===== src/rtl/rmf_pkg.sv =====
// Package with the shared types, constants and helper functions of the RGB median filter.
`default_nettype none
package rmf_pkg;

  localparam int MAX_RADIUS   = 3;
  localparam int MAX_WIDTH    = 2048;
  localparam int HEIGHT_LIMIT = 2048;
  localparam int STORE_DEPTH  = 2 * MAX_RADIUS * MAX_WIDTH + 2 * MAX_RADIUS + 1;
  localparam int ADDR_W       = $clog2(STORE_DEPTH);
  localparam int WIN_MAX      = (2 * MAX_RADIUS + 1) * (2 * MAX_RADIUS + 1);
  localparam int CNT_W        = $clog2(WIN_MAX + 1);
  localparam int DIM_W        = 12;
  localparam int COL_W        = 11;
  localparam int ITEM_W       = 23;
  localparam int DLY_W        = 14;
  localparam int IDX_W        = 2;

  localparam logic [IDX_W-1:0] REG_RADIUS = 2'd0;
  localparam logic [IDX_W-1:0] REG_WIDTH  = 2'd1;
  localparam logic [IDX_W-1:0] REG_HEIGHT = 2'd2;

  typedef struct packed {
    logic [7:0] in_red;
    logic [7:0] in_green;
    logic [7:0] in_blue;
    logic       drain;
  } in_pix_t;

  typedef struct packed {
    logic [7:0] median_red;
    logic [7:0] median_green;
    logic [7:0] median_blue;
    logic       frame_last;
  } out_pix_t;

  typedef enum logic [2:0] {
    ST_IDLE,
    ST_EVAL,
    ST_SETUP,
    ST_SCAN,
    ST_TAIL,
    ST_DECIDE,
    ST_OUT
  } ctl_state_t;

  typedef struct packed {
    logic latch;
    logic step;
    logic win_init;
    logic scan;
    logic bit_done;
    logic out_load;
  } cmd_t;

  typedef struct packed {
    logic in_phase;
    logic item_drain;
    logic emit;
    logic last_elem;
    logic bit_zero;
    logic out_busy;
  } sts_t;

  // Rank of the median in a sorted window of side 2r+1.
  function automatic logic [CNT_W-1:0] win_rank(input logic [1:0] r);
    logic [CNT_W-1:0] res;
    case (r)
      2'd0:    res = CNT_W'(0);
      2'd1:    res = CNT_W'(4);
      2'd2:    res = CNT_W'(12);
      default: res = CNT_W'(24);
    endcase
    return res;
  endfunction

endpackage
`default_nettype wire


===== src/rtl/rmf_ctrl.sv =====
// Controller state machine that sequences one transaction through the datapath.
`default_nettype none
module rmf_ctrl (
  input  wire                  clk,
  input  wire                  rst_n,
  input  wire                  in_valid,
  output logic                 in_ready,
  input  rmf_pkg::sts_t        sts,
  output rmf_pkg::cmd_t        cmd
);

  rmf_pkg::ctl_state_t state_r, state_nxt;

  always_ff @(posedge clk) begin
    if (!rst_n) begin
      state_r <= rmf_pkg::ST_IDLE;
    end else begin
      state_r <= state_nxt;
    end
  end

  always_comb begin
    state_nxt = state_r;
    cmd       = '0;
    in_ready  = 1'b0;
    case (state_r)
      rmf_pkg::ST_IDLE: begin
        in_ready  = 1'b1;
        cmd.latch = in_valid;
        if (in_valid) begin
          state_nxt = rmf_pkg::ST_EVAL;
        end
      end
      rmf_pkg::ST_EVAL: begin
        // An early drain is dropped without touching the counters or the line store.
        if (sts.in_phase && sts.item_drain) begin
          state_nxt = rmf_pkg::ST_IDLE;
        end else begin
          cmd.step  = 1'b1;
          state_nxt = sts.emit ? rmf_pkg::ST_SETUP : rmf_pkg::ST_IDLE;
        end
      end
      rmf_pkg::ST_SETUP: begin
        cmd.win_init = 1'b1;
        state_nxt    = rmf_pkg::ST_SCAN;
      end
      rmf_pkg::ST_SCAN: begin
        cmd.scan = 1'b1;
        if (sts.last_elem) begin
          state_nxt = rmf_pkg::ST_TAIL;
        end
      end
      rmf_pkg::ST_TAIL: begin
        state_nxt = rmf_pkg::ST_DECIDE;
      end
      rmf_pkg::ST_DECIDE: begin
        cmd.bit_done = 1'b1;
        state_nxt    = sts.bit_zero ? rmf_pkg::ST_OUT : rmf_pkg::ST_SETUP;
      end
      rmf_pkg::ST_OUT: begin
        if (!sts.out_busy) begin
          cmd.out_load = 1'b1;
          state_nxt    = rmf_pkg::ST_IDLE;
        end
      end
      default: begin
        state_nxt = rmf_pkg::ST_IDLE;
      end
    endcase
  end

endmodule
`default_nettype wire


===== config.mk =====
export PLATFORM = sky130hd
export DESIGN_NAME = rmf_ctrl
export DESIGN_NICKNAME = d
export VERILOG_FILES = /design/src/rtl/rmf_pkg.sv /design/src/rtl/rmf_ctrl.sv
export SDC_FILE = /design/constraint.sdc
export NUM_CORES = 1
export LEC_CHECK = 0
export BUFFER_PORTS_ARGS = -buffer_cell sky130_fd_sc_hd__buf_2
export CAP_MARGIN = 40
export CORE_AREA = 2 2 39 41
export CTS_CLUSTER_SIZE = 20
export DETAILED_ROUTE_END_ITERATION = 8
export DIE_AREA = 0 0 41 43
export HOLD_SLACK_MARGIN = 0.1
export PLACE_DENSITY_LB_ADDON = 0.05
export REMOVE_ABC_BUFFERS = 1
export SYNTH_ARGS = -nofsm -noshare
export SYNTH_HDL_FRONTEND = slang
export SYNTH_SLANG_ARGS = --single-unit
export TNS_END_PERCENT = 50

===== constraint.sdc =====
create_clock -name clk -period 1.3 [get_ports clk]
set_input_delay 0.195 -clock clk [delete_from_list [all_inputs] [get_ports clk]]
set_output_delay 0.195 -clock clk [all_outputs]
set_load 0.02 [all_outputs]

# Word-level counts from Yosys, hierarchy flattened
# Cells that the tools add are included.
[totals]
regBits = 3
in_bits = 9
output_inout_bits = 7
[op_classes]
eq_ne = 9
mux = 16
reduce_logical = 3
[ops]
columns = ["cell", "count"]
rows = [
  ["$pmux W3 S7", 1],
  ["$mux W3", 4],
  ["$eq A3 B3 Y1 const B", 3],
  ["$mux W1", 9],
  ["$eq A3 B2 Y1 const B", 2],
  ["$ne A2 B2 Y1 const B", 3],
  ["$mux W2", 2],
  ["$eq A3 B1 Y1 const B", 1],
  ["$logic_not A3 Y1", 1],
  ["$reduce_and A3 Y1", 1],
  ["$logic_and A1 B1 Y1", 1],
]

# Depth between registers and ports, before layout
[depth]
word_depth = 3
ltp_mapped = 4
ltp_nobuf = 3

# Least setup slack after synthesis
# No wires, ideal clock.
[synth_path]
kind = "reg-to-output"
startpoint = "register state_r[0]"
endpoint = "output cmd[4] (netlist bit)"
arrival_ns = 1.250
path_slack_ns = -0.145
stages_incl_launch_ff = 3
n_path_buf = 0
cell_sequence = "dfxtp_1 inv_1 nor4b_1"
[synth_rtl]
columns = ["item", "line_no", "rtl"]
rows = [
  ["from (decl)", "rmf_ctrl.sv:12", "rmf_pkg::ctl_state_t state_r, state_nxt;"],
  ["from (signal assigned)", "rmf_ctrl.sv:16", "state_r <= rmf_pkg::ST_IDLE;"],
  ["from (signal assigned)", "rmf_ctrl.sv:18", "state_r <= state_nxt;"],
  ["to (decl)", "rmf_ctrl.sv:9", "output rmf_pkg::cmd_t cmd"],
]

==> flow_metrics.env <==
export IMPL_outcome="finished, final reports clean"
export IMPL_antenna_found_initial=0
export IMPL_yosysUniqueCellTypes=17
export IMPL_grt_pass1_wl_um=972
export IMPL_synth_edff_count=0
export IMPL_drive_gt1_frac=0.600
export IMPL_num_fill_cells=159
export IMPL_top_register="state_r"
export IMPL_chipHeight_um=43
export IMPL_first_pass_iters=4
export IMPL_clk_pin_slew_ns=0.04
export IMPL_hold_viol=0
export IMPL_top_regs="state_r (3)"
export IMPL_insertion_delay_ns=0.23
export IMPL_postSynthAreaPerCell_sq_um=6.95
export IMPL_globalRouteOverflowTotal=0
export IMPL_synth_seq_cells=3
export IMPL_nets=60
export IMPL_dieWidth_um=41
export IMPL_reg2reg_depth=3
export IMPL_powerDensity_mw_per_mm2=954
export IMPL_highest_layer="met3"
export IMPL_grt_max_degree=13
export IMPL_critical_path_class="reg2out"
export IMPL_drtAntennaViolNets=0
export IMPL_slew_violations=0
export IMPL_synth_cells_most_frequent="nand2_1 (4), nor3_1 (4), a21oi_1 (3), dfxtp_1 (3)"
export IMPL_clockBufferDepth=2
export IMPL_root_buffer="clkbuf_4"
export IMPL_setup_ws_ns=0.0174
export IMPL_dpl_worst_slack_ns=0.0911
export IMPL_p_leak_nw=0.178
export IMPL_reg2reg_setup_slack_ns=0.27
export IMPL_yosysWarnings=0
export IMPL_ys_seq_area_frac=0.298
export IMPL_drc_errors=0
export IMPL_core_area_sq_mm=0.00138
export IMPL_setup_viol=0
export IMPL_io_buffers=15
export IMPL_crit_fanout=12
export IMPL_synth_top_area_frac=0.298
export IMPL_antenna_cells=0
export IMPL_wl_met3_um=69
export IMPL_worst_slew_pin_transition_ns=0.279
export IMPL_clock_sinks=3
export IMPL_largest_register_ffs=3
export IMPL_ir_worst_vdd_mv=0.362
export IMPL_grt_setup_unrepaired="true"
export IMPL_netlist_area_sq_um=201
export IMPL_tritoncts="built"
export IMPL_worstPathArrival_ns=1.09
export IMPL_yosys_area_top_type="dfxtp_1"
export IMPL_num_vias=291
export IMPL_start_util=0.146
export IMPL_fin_crit_sh=0.987
export IMPL_row_count=14
export IMPL_gr_usage_all_layers=0.0843
export IMPL_m1WireLength_um=318
export IMPL_critPathLaunch="state_r[2]"
export IMPL_fin_crit_ns=1.28
export IMPL_rr_startpoint="state_r[1]"
export IMPL_htree_levels=1
export IMPL_hp_class="in2reg"
export IMPL_wl_met2_um=311
export IMPL_num_io_pins=16
export IMPL_routed_wl_um=699
export IMPL_area_delta_synth_final_pct=89.4
export IMPL_via_per_inst=4.41
export IMPL_drtIter0Drc=6
export IMPL_crit_required_ns=1.11
export IMPL_grt_pass1_vias=246
export IMPL_syn_inst=29
export IMPL_cts_inserted_buffers=3
export IMPL_worst_setup_path_end_kind="primary output"
export IMPL_hp_start="rst_n"
export IMPL_ys_top_cells_by_area="dfxtp_1 (30%), nor3_1 (9.9%), a21oi_1 (7.5%)"
export IMPL_r2r_end="state_r[2]"
export IMPL_clock_skew_ns=0.000803
export IMPL_crit_path_start_kind="flip-flop"
export IMPL_synth_async_sr_flop_share=0
export IMPL_max_freq_mhz=780
export IMPL_dieArea_sq_mm=0.00176
export IMPL_slew_headroom=0.811
export IMPL_synthFlopType="dfxtp_1"
export IMPL_maxCapViolations=0
export IMPL_crit_end="cmd[5]"
export IMPL_total_power_w=0.000364
export IMPL_gp_congestion=0.676
export IMPL_detail_route_wl_per_cell_um=10.6
## final cells by class
cell class                      instances  area, sq um  share of cell area
Sequential cell                         3         71.3               0.187
Inverter                                3         13.8              0.0361
Tap cell                               16         20.0              0.0525
Multi-Input combinational cell         22          150               0.393
Timing Repair Buffer                   18          100               0.262
Clock buffer                            4         26.3              0.0689
## critical path, stage by stage, from the launching register on
cell and delay, ns:
dfxtp_4 0.38, nor3_2 0.18, and2_1 0.14, buf_2 0.15
## what timing repair did
item / in CTS / in global routing
buffers inserted: 0 / 3
gates resized for setup: 6 / 7
pin swaps: 0 / 1
endpoints found under the setup margin: 7 / 6
hold buffers: 0 / 0
## routing by layer
layer / up-vias / track usage
li1: 149 / -
met1: 130 / 0.106
met2: 12 / 0.113
met3: 0 / 0.0471
met4: 0 / 0.0400
met5: - / 0
## power breakdown
group	leakage (nW)	internal, W	switching, W
Clock	0.0150	0.000115	0.0000489
Combinational	0.136	0.0000454	0.0000470
Sequential	0.0267	0.0000954	0.0000125
Total	0.178	0.000256	0.000108
## layout by cell type, fill, tap and decap left out, types with 2 or more instances in the layout
cell type	n
o211ai_1	2
nor3_1	2
nor3_2	2
buf_4	4
buf_2	14
clkbuf_4	3
dfxtp_4	3
a21oi_1	3
nand2_1	4
## metrics by stage
step | setup TNS, ns | hold WS [ns] | util | cells | area, sq um
2_1_floorplan | -0.291 | 0.323 | - | 28 | 196
3_3_place_gp | 0 | 0.464 | 0.211 | 59 | 292
3_5_place_dp | 0 | 0.463 | 0.211 | 59 | 292
4_1_cts | -0.0173 | 0.198 | 0.242 | 63 | 335
5_1_grt | -0.0796 | 0.224 | 0.276 | 66 | 382
6_report | 0 | 0.208 | 0.276 | 66 | 382
## cell families after synthesis
family                 share of synthesized area
DFF                                        0.298
buffers and inverters                     0.0807
and+or+nand+nor                            0.373
AOI/OAI and AO/OA                          0.248
## worst min-delay path by stage
stage | slack (ns) | end | depth (start not counted)
3_3_place_gp | 0.46 | state_r[0] | 3
3_5_place_dp | 0.46 | state_r[0] | 3
4_1_cts | 0.20 | state_r[0] | 3
2_1_floorplan | 0.32 | state_r[0] | 2
5_1_grt | 0.22 | state_r[0] | 3
6_report | 0.21 | state_r[0] | 3
Power figures use the tool's default switching activity.
